==> src/plint_pkg.sv <==
`default_nettype none

package plint_pkg;

    // field widths
    localparam int TIME_W    = 16;
    localparam int VAL_W     = 32;
    localparam int IDX_W     = 4;
    localparam int CFG_W     = 5;
    localparam int STATUS_W  = 2;

    // stream word layout: point_index, point_time, point_value, query_time, then pad
    localparam int S_TDATA_W = 72;
    localparam int IDX_LSB   = 0;
    localparam int PT_LSB    = IDX_LSB + IDX_W;
    localparam int PV_LSB    = PT_LSB + TIME_W;
    localparam int QT_LSB    = PV_LSB + VAL_W;

    // divider: magnitude of a 33x17 product, divided by a time span
    localparam int DIV_W     = 48;
    localparam int DIV_CW    = 6;

    // range status codes
    localparam logic [STATUS_W-1:0] RANGE_INSIDE = 2'd0;
    localparam logic [STATUS_W-1:0] RANGE_BELOW  = 2'd1;
    localparam logic [STATUS_W-1:0] RANGE_BEYOND = 2'd2;

    // input word kinds carried in tuser
    localparam logic MODE_LOAD  = 1'b0;
    localparam logic MODE_QUERY = 1'b1;

    // one breakpoint as stored
    typedef struct packed {
        logic        [TIME_W-1:0] ptime;
        logic signed [VAL_W-1:0]  pvalue;
    } t_point;

    // sequencer states
    typedef enum logic [2:0] {
        ST_IDLE,
        ST_SEARCH,
        ST_MUL,
        ST_DIV_GO,
        ST_DIV_WAIT,
        ST_SUM,
        ST_OUT
    } t_state;

    // divider status toward the sequencer
    typedef struct packed {
        logic busy;
        logic done;
    } t_div_stat;

endpackage

`default_nettype wire

==> src/plint_mem.sv <==
`default_nettype none

module plint_mem #(
    parameter int DEPTH = 16,
    parameter int AW    = 4
) (
    input  wire                   i_clk,
    input  wire                   i_we,
    input  wire  [AW-1:0]         i_waddr,
    input  plint_pkg::t_point     i_wdata,
    input  wire  [AW-1:0]         i_raddr,
    output plint_pkg::t_point     o_rdata
);

    plint_pkg::t_point r_mem [DEPTH];
    plint_pkg::t_point r_rdata;

    // write port
    always_ff @(posedge i_clk) begin
        if (i_we) begin
            r_mem[i_waddr] <= i_wdata;
        end
    end

    // registered read port
    always_ff @(posedge i_clk) begin
        r_rdata <= r_mem[i_raddr];
    end

    assign o_rdata = r_rdata;

endmodule

`default_nettype wire

==> src/plint_div.sv <==
`default_nettype none

module plint_div (
    input  wire                              i_clk,
    input  wire                              i_rst_n,
    input  wire                              i_start,
    input  wire  [plint_pkg::DIV_W-1:0]      i_dividend,
    input  wire  [plint_pkg::TIME_W-1:0]     i_divisor,
    output plint_pkg::t_div_stat             o_stat,
    output logic [plint_pkg::DIV_W-1:0]      o_quotient
);

    logic                           r_busy;
    logic                           r_done;
    logic [plint_pkg::DIV_CW-1:0]   r_cnt;
    logic [plint_pkg::DIV_W-1:0]    r_acc;
    logic [plint_pkg::TIME_W-1:0]   r_rem;
    logic [plint_pkg::TIME_W-1:0]   r_dvs;

    logic [plint_pkg::TIME_W:0]     w_shift;
    logic [plint_pkg::TIME_W+1:0]   w_trial;
    logic                           w_borrow;

    // one restoring step: shift in next dividend bit, trial subtract
    always_comb begin
        w_shift  = {r_rem, r_acc[plint_pkg::DIV_W-1]};
        w_trial  = {1'b0, w_shift} - {2'b00, r_dvs};
        w_borrow = w_trial[plint_pkg::TIME_W+1];
    end

    // step counter and status
    always_ff @(posedge i_clk) begin
        if (!i_rst_n) begin
            r_busy <= 1'b0;
            r_done <= 1'b0;
            r_cnt  <= '0;
        end else begin
            r_done <= 1'b0;
            if (i_start) begin
                r_busy <= 1'b1;
                r_cnt  <= '0;
            end else if (r_busy) begin
                if (r_cnt == plint_pkg::DIV_CW'(plint_pkg::DIV_W - 1)) begin
                    r_busy <= 1'b0;
                    r_done <= 1'b1;
                end
                r_cnt <= r_cnt + 1'b1;
            end
        end
    end

    // quotient and remainder
    always_ff @(posedge i_clk) begin
        if (i_start) begin
            r_acc <= i_dividend;
            r_rem <= '0;
            r_dvs <= i_divisor;
        end else if (r_busy) begin
            r_acc <= {r_acc[plint_pkg::DIV_W-2:0], ~w_borrow};
            r_rem <= w_borrow ? w_shift[plint_pkg::TIME_W-1:0]
                              : w_trial[plint_pkg::TIME_W-1:0];
        end
    end

    assign o_stat.busy = r_busy;
    assign o_stat.done = r_done;
    assign o_quotient  = r_acc;

endmodule

`default_nettype wire

==> src/piecewise_linear_interpolator_top.sv <==
// Piecewise linear interpolator over up to MAX_POINTS breakpoints (unsigned
// 16-bit time, signed Q16.16 value) held in a single-port-read memory. A load
// word (tuser 0) writes one slot and gives no result; slots at or above
// MAX_POINTS are ignored. A query word (tuser 1) walks the table one entry
// per cycle from slot 0 until the first time at or above the query time,
// then either returns that value (exact match, or clamped with status 1 below
// the first time, status 2 beyond the last used point) or interpolates with one
// 33x17 multiply and a bit-serial divider that dominates the time a query
// takes. The input side is not ready while a query is in flight, nor while
// the result waits for the output register to drain; a finished result
// sits in an output register so that loads and the next query may be taken
// before it is drained. The table has no reset: a query must only touch
// slots that were loaded.
`default_nettype none

module piecewise_linear_interpolator_top #(
    parameter int MAX_POINTS = 16
) (
    input  wire                                  i_clk,
    input  wire                                  i_rst_n,
    // configuration: points_in_use
    input  wire                                  i_cfg_wen,
    input  wire  [plint_pkg::CFG_W-1:0]          i_cfg_wdata,
    // input stream
    input  wire                                  i_s_axis_tvalid,
    output logic                                 o_s_axis_tready,
    // point_index, point_time, point_value, query_time, zero pad
    input  wire  [plint_pkg::S_TDATA_W-1:0]      i_s_axis_tdata,
    // mode
    input  wire                                  i_s_axis_tuser,
    // result stream
    output logic                                 o_m_axis_tvalid,
    input  wire                                  i_m_axis_tready,
    // value
    output logic [plint_pkg::VAL_W-1:0]          o_m_axis_tdata,
    // range_status
    output logic [plint_pkg::STATUS_W-1:0]       o_m_axis_tuser
);

    localparam int AW = (MAX_POINTS > 2) ? $clog2(MAX_POINTS) : 1;

    plint_pkg::t_state                  r_state, n_state;
    logic [plint_pkg::CFG_W-1:0]        r_cfg;
    logic [plint_pkg::TIME_W-1:0]       r_t;
    logic [AW-1:0]                      r_k;
    logic [AW-1:0]                      r_last;
    plint_pkg::t_point                  r_prev;
    logic signed [plint_pkg::VAL_W:0]   r_diff;
    logic [plint_pkg::TIME_W-1:0]       r_dtn;
    logic [plint_pkg::TIME_W-1:0]       r_dt;
    logic signed [49:0]                 r_prod;
    logic                               r_neg;
    logic [plint_pkg::VAL_W-1:0]        r_res;
    logic [plint_pkg::STATUS_W-1:0]     r_status;
    logic                               r_out_valid;
    logic [plint_pkg::VAL_W-1:0]        r_out_data;
    logic [plint_pkg::STATUS_W-1:0]     r_out_status;

    logic                               w_accept;
    logic                               w_query;
    logic [plint_pkg::IDX_W-1:0]        w_idx;
    plint_pkg::t_point                  w_wpoint;
    logic                               w_we;
    logic [AW-1:0]                      w_raddr;
    plint_pkg::t_point                  w_rd;
    logic [AW-1:0]                      w_last;
    logic                               w_div_start;
    logic [plint_pkg::DIV_W-1:0]        w_mag;
    logic signed [49:0]                 w_neg_prod;
    plint_pkg::t_div_stat               w_div;
    logic [plint_pkg::DIV_W-1:0]        w_quo;
    logic signed [plint_pkg::VAL_W:0]   w_q;
    logic signed [plint_pkg::VAL_W:0]   w_sum;
    logic                               w_out_free;

    // input word fields
    assign w_accept        = i_s_axis_tvalid && o_s_axis_tready;
    assign w_query         = (i_s_axis_tuser == plint_pkg::MODE_QUERY);
    assign w_idx           = i_s_axis_tdata[plint_pkg::PT_LSB-1:plint_pkg::IDX_LSB];
    assign w_wpoint.ptime  = i_s_axis_tdata[plint_pkg::PV_LSB-1:plint_pkg::PT_LSB];
    assign w_wpoint.pvalue = i_s_axis_tdata[plint_pkg::QT_LSB-1:plint_pkg::PV_LSB];
    assign w_we            = w_accept && !w_query && (32'(w_idx) < 32'(MAX_POINTS));
    assign o_s_axis_tready = (r_state == plint_pkg::ST_IDLE);

    // last searched slot from points_in_use, clamped to [2, MAX_POINTS]
    always_comb begin
        if (r_cfg < plint_pkg::CFG_W'(2)) begin
            w_last = AW'(1);
        end else if (32'(r_cfg) > 32'(MAX_POINTS)) begin
            w_last = AW'(MAX_POINTS - 1);
        end else begin
            w_last = AW'(r_cfg - 1'b1);
        end
    end

    // read address: slot 0 when idle, next slot while searching
    assign w_raddr = (r_state == plint_pkg::ST_SEARCH) ? r_k + 1'b1 : '0;

    plint_mem #(
        .DEPTH (MAX_POINTS),
        .AW    (AW)
    ) u_mem (
        .i_clk   (i_clk),
        .i_we    (w_we),
        .i_waddr (AW'(w_idx)),
        .i_wdata (w_wpoint),
        .i_raddr (w_raddr),
        .o_rdata (w_rd)
    );

    // magnitude of the product for the divider
    assign w_neg_prod  = -r_prod;
    assign w_mag       = r_neg ? w_neg_prod[plint_pkg::DIV_W-1:0]
                               : r_prod[plint_pkg::DIV_W-1:0];
    assign w_div_start = (r_state == plint_pkg::ST_DIV_GO);

    plint_div u_div (
        .i_clk      (i_clk),
        .i_rst_n    (i_rst_n),
        .i_start    (w_div_start),
        .i_dividend (w_mag),
        .i_divisor  (r_dt),
        .o_stat     (w_div),
        .o_quotient (w_quo)
    );

    // signed quotient added to the previous value
    assign w_q   = r_neg ? -$signed({1'b0, w_quo[plint_pkg::VAL_W-1:0]})
                         : $signed({1'b0, w_quo[plint_pkg::VAL_W-1:0]});
    assign w_sum = $signed({r_prev.pvalue[plint_pkg::VAL_W-1], r_prev.pvalue}) + w_q;

    assign w_out_free = !r_out_valid || i_m_axis_tready;

    // state register
    always_ff @(posedge i_clk) begin
        if (!i_rst_n) begin
            r_state <= plint_pkg::ST_IDLE;
        end else begin
            r_state <= n_state;
        end
    end

    // next state
    always_comb begin
        n_state = r_state;
        unique case (r_state)
            plint_pkg::ST_IDLE: begin
                if (w_accept && w_query) n_state = plint_pkg::ST_SEARCH;
            end
            plint_pkg::ST_SEARCH: begin
                if (r_t <= w_rd.ptime) begin
                    if (r_t == w_rd.ptime || r_k == '0) begin
                        n_state = plint_pkg::ST_OUT;
                    end else begin
                        n_state = plint_pkg::ST_MUL;
                    end
                end else if (r_k == r_last) begin
                    n_state = plint_pkg::ST_OUT;
                end
            end
            plint_pkg::ST_MUL:      n_state = plint_pkg::ST_DIV_GO;
            plint_pkg::ST_DIV_GO:   n_state = plint_pkg::ST_DIV_WAIT;
            plint_pkg::ST_DIV_WAIT: begin
                if (w_div.done) n_state = plint_pkg::ST_SUM;
            end
            plint_pkg::ST_SUM:      n_state = plint_pkg::ST_OUT;
            plint_pkg::ST_OUT: begin
                if (w_out_free) n_state = plint_pkg::ST_IDLE;
            end
            default:                n_state = plint_pkg::ST_IDLE;
        endcase
    end

    // configuration register
    always_ff @(posedge i_clk) begin
        if (!i_rst_n) begin
            r_cfg <= plint_pkg::CFG_W'(2);
        end else if (i_cfg_wen) begin
            r_cfg <= i_cfg_wdata;
        end
    end

    // datapath registers
    always_ff @(posedge i_clk) begin
        unique case (r_state)
            plint_pkg::ST_IDLE: begin
                r_t    <= i_s_axis_tdata[plint_pkg::QT_LSB+plint_pkg::TIME_W-1:plint_pkg::QT_LSB];
                r_k    <= '0;
                r_last <= w_last;
            end
            plint_pkg::ST_SEARCH: begin
                if (r_t <= w_rd.ptime) begin
                    r_res    <= w_rd.pvalue;
                    r_status <= (r_t == w_rd.ptime) ? plint_pkg::RANGE_INSIDE
                              : (r_k == '0)         ? plint_pkg::RANGE_BELOW
                                                    : plint_pkg::RANGE_INSIDE;
                    r_diff   <= $signed({w_rd.pvalue[plint_pkg::VAL_W-1], w_rd.pvalue})
                              - $signed({r_prev.pvalue[plint_pkg::VAL_W-1], r_prev.pvalue});
                    r_dtn    <= r_t - r_prev.ptime;
                    r_dt     <= w_rd.ptime - r_prev.ptime;
                end else if (r_k == r_last) begin
                    r_res    <= w_rd.pvalue;
                    r_status <= plint_pkg::RANGE_BEYOND;
                end else begin
                    r_prev <= w_rd;
                    r_k    <= r_k + 1'b1;
                end
            end
            plint_pkg::ST_MUL: begin
                // time offset is positive, so the product takes the sign of the difference
                r_prod <= r_diff * $signed({1'b0, r_dtn});
                r_neg  <= r_diff[plint_pkg::VAL_W];
            end
            plint_pkg::ST_SUM: begin
                r_res <= w_sum[plint_pkg::VAL_W-1:0];
            end
            default: begin
            end
        endcase
    end

    // output register
    always_ff @(posedge i_clk) begin
        if (!i_rst_n) begin
            r_out_valid <= 1'b0;
        end else if (r_state == plint_pkg::ST_OUT && w_out_free) begin
            r_out_valid <= 1'b1;
        end else if (i_m_axis_tready) begin
            r_out_valid <= 1'b0;
        end
    end

    always_ff @(posedge i_clk) begin
        if (r_state == plint_pkg::ST_OUT && w_out_free) begin
            r_out_data   <= r_res;
            r_out_status <= r_status;
        end
    end

    assign o_m_axis_tvalid = r_out_valid;
    assign o_m_axis_tdata  = r_out_data;
    assign o_m_axis_tuser  = r_out_status;

    // the search never runs past the last used slot
    a_search_bound: assert property (@(posedge i_clk) disable iff (!i_rst_n)
        (r_state == plint_pkg::ST_SEARCH) |-> (r_k <= r_last))
        else $error("search index beyond last used slot");

    // an accepted query always starts the search
    a_query_start: assert property (@(posedge i_clk) disable iff (!i_rst_n)
        (w_accept && w_query) |=> (r_state == plint_pkg::ST_SEARCH))
        else $error("query accepted without search");

    // divider is idle whenever new words are taken
    a_div_idle: assert property (@(posedge i_clk) disable iff (!i_rst_n)
        o_s_axis_tready |-> !w_div.busy)
        else $error("divider busy while ready");

    // waiting on the divider means it is running or just finished
    a_div_wait: assert property (@(posedge i_clk) disable iff (!i_rst_n)
        (r_state == plint_pkg::ST_DIV_WAIT) |-> (w_div.busy || w_div.done))
        else $error("waiting on an idle divider");

    // no status code three ever leaves
    a_status_code: assert property (@(posedge i_clk) disable iff (!i_rst_n)
        o_m_axis_tvalid |-> (o_m_axis_tuser != 2'd3))
        else $error("invalid range status");

endmodule

`default_nettype wire
==> config.mk <==
export PLATFORM = sky130hd
export DESIGN_NAME = piecewise_linear_interpolator_top
export DESIGN_NICKNAME = d
export VERILOG_FILES = /design/src/plint_pkg.sv /design/src/plint_mem.sv /design/src/plint_div.sv /design/src/piecewise_linear_interpolator_top.sv
export SDC_FILE = /design/constraint.sdc
export NUM_CORES = 2
export LEC_CHECK = 0
export ABC_AREA = 0
export BUFFER_PORTS_ARGS = -buffer_cell sky130_fd_sc_hd__buf_2
export CELL_PAD_IN_SITES_DETAIL_PLACEMENT = 0
export CELL_PAD_IN_SITES_GLOBAL_PLACEMENT = 1
export CORE_ASPECT_RATIO = 0.7
export CORE_MARGIN = 3
export CORE_UTILIZATION = 54
export DETAILED_ROUTE_END_ITERATION = 8
export GPL_TIMING_DRIVEN = 0
export HOLD_SLACK_MARGIN = 0.08
export PLACE_DENSITY = 0.89
export SYNTH_ARGS = -nofsm -noshare
export SYNTH_HDL_FRONTEND = slang
export SYNTH_HIERARCHICAL = 1
export SYNTH_SLANG_ARGS = --single-unit
==> constraint.sdc <==
create_clock -name i_clk -period 7.6 [get_ports i_clk]
set_input_delay 0.38 -clock i_clk [delete_from_list [all_inputs] [get_ports i_clk]]
set_output_delay 0.38 -clock i_clk [all_outputs]
set_load 0.05 [all_outputs]
==> metrics.md <==
| Metric | Value |
|---|---|
| Outcome | complete, no violations |
| Relative max-transition margin | 15.7% |
| Core region area | 122000 um^2 |
| Pin count of the biggest net entering global routing | 39 |
| WP data arrival | 7.94 ns |
| Buf+Inv Stages, Crit Path | 5 |
| Transition time at the pin with the least slew margin | 1.26 ns |
| Overall routed net length | 203000 um |
| Synthesized area per cell | 13.5 um^2 |
| Synthesis-to-finish area growth | 12.7% |
| Routed length per instance | 28.8 um |
| Hold Crit Class | in2reg |
| CP Class | reg2reg |
| Y dimension of the die | 300 um |
| Die ar. | 128000 um^2 |
| Count of mapped cells out of synthesis | 4940 |
| DR vias/cell | 6.24 |
| Placement Cell Area | 70600 um^2 |
| Netlist area before placement | 66900 um^2 |
| Cell seen most often among critical-path stages | sky130_fd_sc_hd__fa_1 |
| Number of hold-slack violations in the final timing report | 0 |
| Crit path launch type | flip-flop |
| Number of instances in the placed design | 6746 |
| Length of the first detailed-routing pass in iterations | 6 |
| I/O Pins | 119 |
| Post-Route Skew | 0.0936 ns |
| Initial antenna violation count | 25 |
| Delay of the slowest cell on the worst path | 0.71 ns |
| TritonCTS clock tree | done |
| Starting utilization of the core area | 54.7% |
| Required time worst endpoint | 8.06 ns |
| TritonCTS sink count | 1167 |
| Clk_lat worst skew | 0.77 ns |
| Final period utilization | 98.3% |
| Number of CTS-inserted buffers | 104 |
| Critical-path cell list | buf_2 > and2_1 > fa_1 > inv_1 > fa_1 > fa_1 > inv_1 > fa_1 > fa_1 > inv_1 > fa_2 > inv_1 > ha_1 > and4_1 > a21oi_1 > o21ai_0 > nand3b_1 > a211oi_1 > a211o_1 > o21ba_2 > o21ai_1 > a221o_1 > a21oi_1 > xnor2_2 |
| Number of fill cells in the layout | 8878 |
| Max clock buf depth | 3 |
| Cell with the biggest individual delay on the critical path | sky130_fd_sc_hd__fa_2 |
| Critical Path Source | r_dtn[7] |
| Setup Viol. Count Final | 0 |
| Port buffer count | 113 |
| Routability congestion estimate | 0.989 |
| Clock slew at reported path FFs | 0.07 ns |
| Capturing element type of the critical path | flip-flop |
| Biggest fanout along the worst timing path | 10 |
| RSZ-0062 raised after global routing | yes |
| Global route total overflow | 0 |
| CP top delay family | adder cells |
| Die Span X | 427 um |
| Layout cell share with drive strength beyond 1 | 13.8% |
| DRC Markers | 0 |
| Vias in the first global route | 44136 |
| Wire length of the first global-routing pass | 298000 um |
| Fin area | 75400 um^2 |
| Maximum level of the CTS H-tree | 3 |
| # nets final | 6144 |
| Non-filler cells, final | 7050 |
| Origin of the critical flop-to-flop path | r_dtn[7] |
| Via Count | 44008 |
| Net Count, Synth | 5764 |
| Max Cap Violations | 0 |
| Number of antenna-violating nets in the routed design | 0 |
| Total GRT Usage | 32.0% |
| Final max-slew violation count | 0 |
| Number of violations reported at the end of detailed-routing iteration 0 | 5991 |
| Root buffer selected by CTS | sky130_fd_sc_hd__clkbuf_16 |
| Final critical path time including I/O delays and setup | 7.47 ns |
| Final worst-path setup slack | 0.126 ns |
| Hold_sp | i_s_axis_tdata[0] |
| Final standard cell utilization of the core | 61.7% |
| Total half-perimeter wirelength after legalization and detailed placement | 142000 um |
| Peak Freq | 134 MHz |
| Placement Setup Slack | -0.487 ns |
| Number of cell rows | 107 |
| Ys Warns | 6 |
## flip-flops by register name, indices dropped and copies added (netlist names), 2 cells and up
signal,cells
r_prev,48
u_mem/o_rdata,48
o_m_axis_tuser,2
u_div/o_quotient,48
r_status,2
u_div/r_cnt,6
o_m_axis_tdata,32
r_cfg,5
r_prod,48
r_state,3
u_div/r_dvs,16
r_res,32
r_t,16
r_diff,33
r_dt,16
r_dtn,16
r_k,4
u_mem/r_mem,768
r_last,4
u_div/r_rem,16
## stage by stage
step	hold slack (ns)	setup TNS [ns]
6_report	0.142	0
3_5_place_dp	0.405	-1.23
3_3_place_gp	0.401	-1156.46
5_1_grt	0.122	-0.163
4_1_cts	0.109	0
2_1_floorplan	0.400	0
## area by class of cell
cell class              instances  area, um^2  area share, %
diodes                          5        12.5         0.0166
well taps                    1635        2050           2.71
clock buffers                 134        2810           3.72
plain buffers                 182         876           1.16
inverters                     696        2610           3.47
repair buffers                275        2520           3.34
multi-input cells            2894       29400           39.0
clock inverters                62         857           1.14
flip-flops and latches       1167       34200           45.4
## final timing paths
check / slack (ns) / end / depth (start not counted)
max reg2reg: 0.13 / r_prod[47] / 24
max: 0.13 / r_prod[47] / 24
min reg2reg: 0.36 / o_m_axis_tdata[31] / 0
min: 0.14 / u_mem/r_mem[12][34] / 2
## what timing repair did
action | 4_1_cts | 5_1_grt
resized for setup | 35 | 72
setup buffers | 16 | 13
pin swaps | 0 | 0
hold buffers | 75 | 0
endpoints found under the setup margin | 8 | 9
endpoints found under the hold margin | 791 | 0
## cell usage in the layout (no fill, tap or decap), types with 17 or more instances in the layout
| master | n |
|---|---|
| sky130_fd_sc_hd__o21a_1 | 18 |
| sky130_fd_sc_hd__nand3_1 | 28 |
| sky130_fd_sc_hd__dfxtp_1 | 81 |
| sky130_fd_sc_hd__buf_1 | 18 |
| sky130_fd_sc_hd__ha_1 | 245 |
| sky130_fd_sc_hd__buf_4 | 52 |
| sky130_fd_sc_hd__a22oi_1 | 97 |
| sky130_fd_sc_hd__a21o_1 | 63 |
| sky130_fd_sc_hd__edfxtp_1 | 1086 |
| sky130_fd_sc_hd__nor3_1 | 25 |
| sky130_fd_sc_hd__a21oi_1 | 114 |
| sky130_fd_sc_hd__o21ai_0 | 118 |
| sky130_fd_sc_hd__clkbuf_2 | 38 |
| sky130_fd_sc_hd__dlygate4sd3_1 | 75 |
| sky130_fd_sc_hd__nand2_1 | 493 |
| sky130_fd_sc_hd__o21bai_1 | 17 |
| sky130_fd_sc_hd__xnor2_1 | 180 |
| sky130_fd_sc_hd__nor2_1 | 111 |
| sky130_fd_sc_hd__clkbuf_1 | 102 |
| sky130_fd_sc_hd__buf_6 | 21 |
| sky130_fd_sc_hd__xor2_1 | 48 |
| sky130_fd_sc_hd__buf_2 | 130 |
| sky130_fd_sc_hd__mux2_2 | 50 |
| sky130_fd_sc_hd__and2_1 | 254 |
| sky130_fd_sc_hd__nor2b_1 | 29 |
| sky130_fd_sc_hd__fa_1 | 494 |
| sky130_fd_sc_hd__mux4_2 | 192 |
| sky130_fd_sc_hd__nand2b_1 | 27 |
| sky130_fd_sc_hd__or3_1 | 17 |
| sky130_fd_sc_hd__buf_12 | 27 |
| sky130_fd_sc_hd__inv_1 | 695 |
| sky130_fd_sc_hd__o31ai_1 | 29 |
| sky130_fd_sc_hd__clkbuf_16 | 106 |
## layer usage
metal / wire length (um) / vias up / track usage (%)
met4: 8650 / 22 / 12.4
li1: - / 17972 / -
met2: 85900 / 3437 / 44.6
met3: 32200 / 591 / 12.9
met5: 140 / - / 0
met1: 76400 / 21986 / 45.2
## worst reg2reg max path, delay by kind of cell, from the launching register on
| kind | cells | cell delay (ns) |
|---|---|---|
| and+or+nand+nor | 3 | 0.73 |
| xor gates and xnor gates | 1 | 0.13 |
| buffers and inverters | 5 | 0.67 |
| AOI/OAI and AO/OA | 8 | 1.66 |
| adders and majority gates | 7 | 3.50 |
| DFF | 1 | 0.57 |
Power is not shown: default switching activity piles up to over one toggle a cycle in this logic, so the estimate is an artifact.
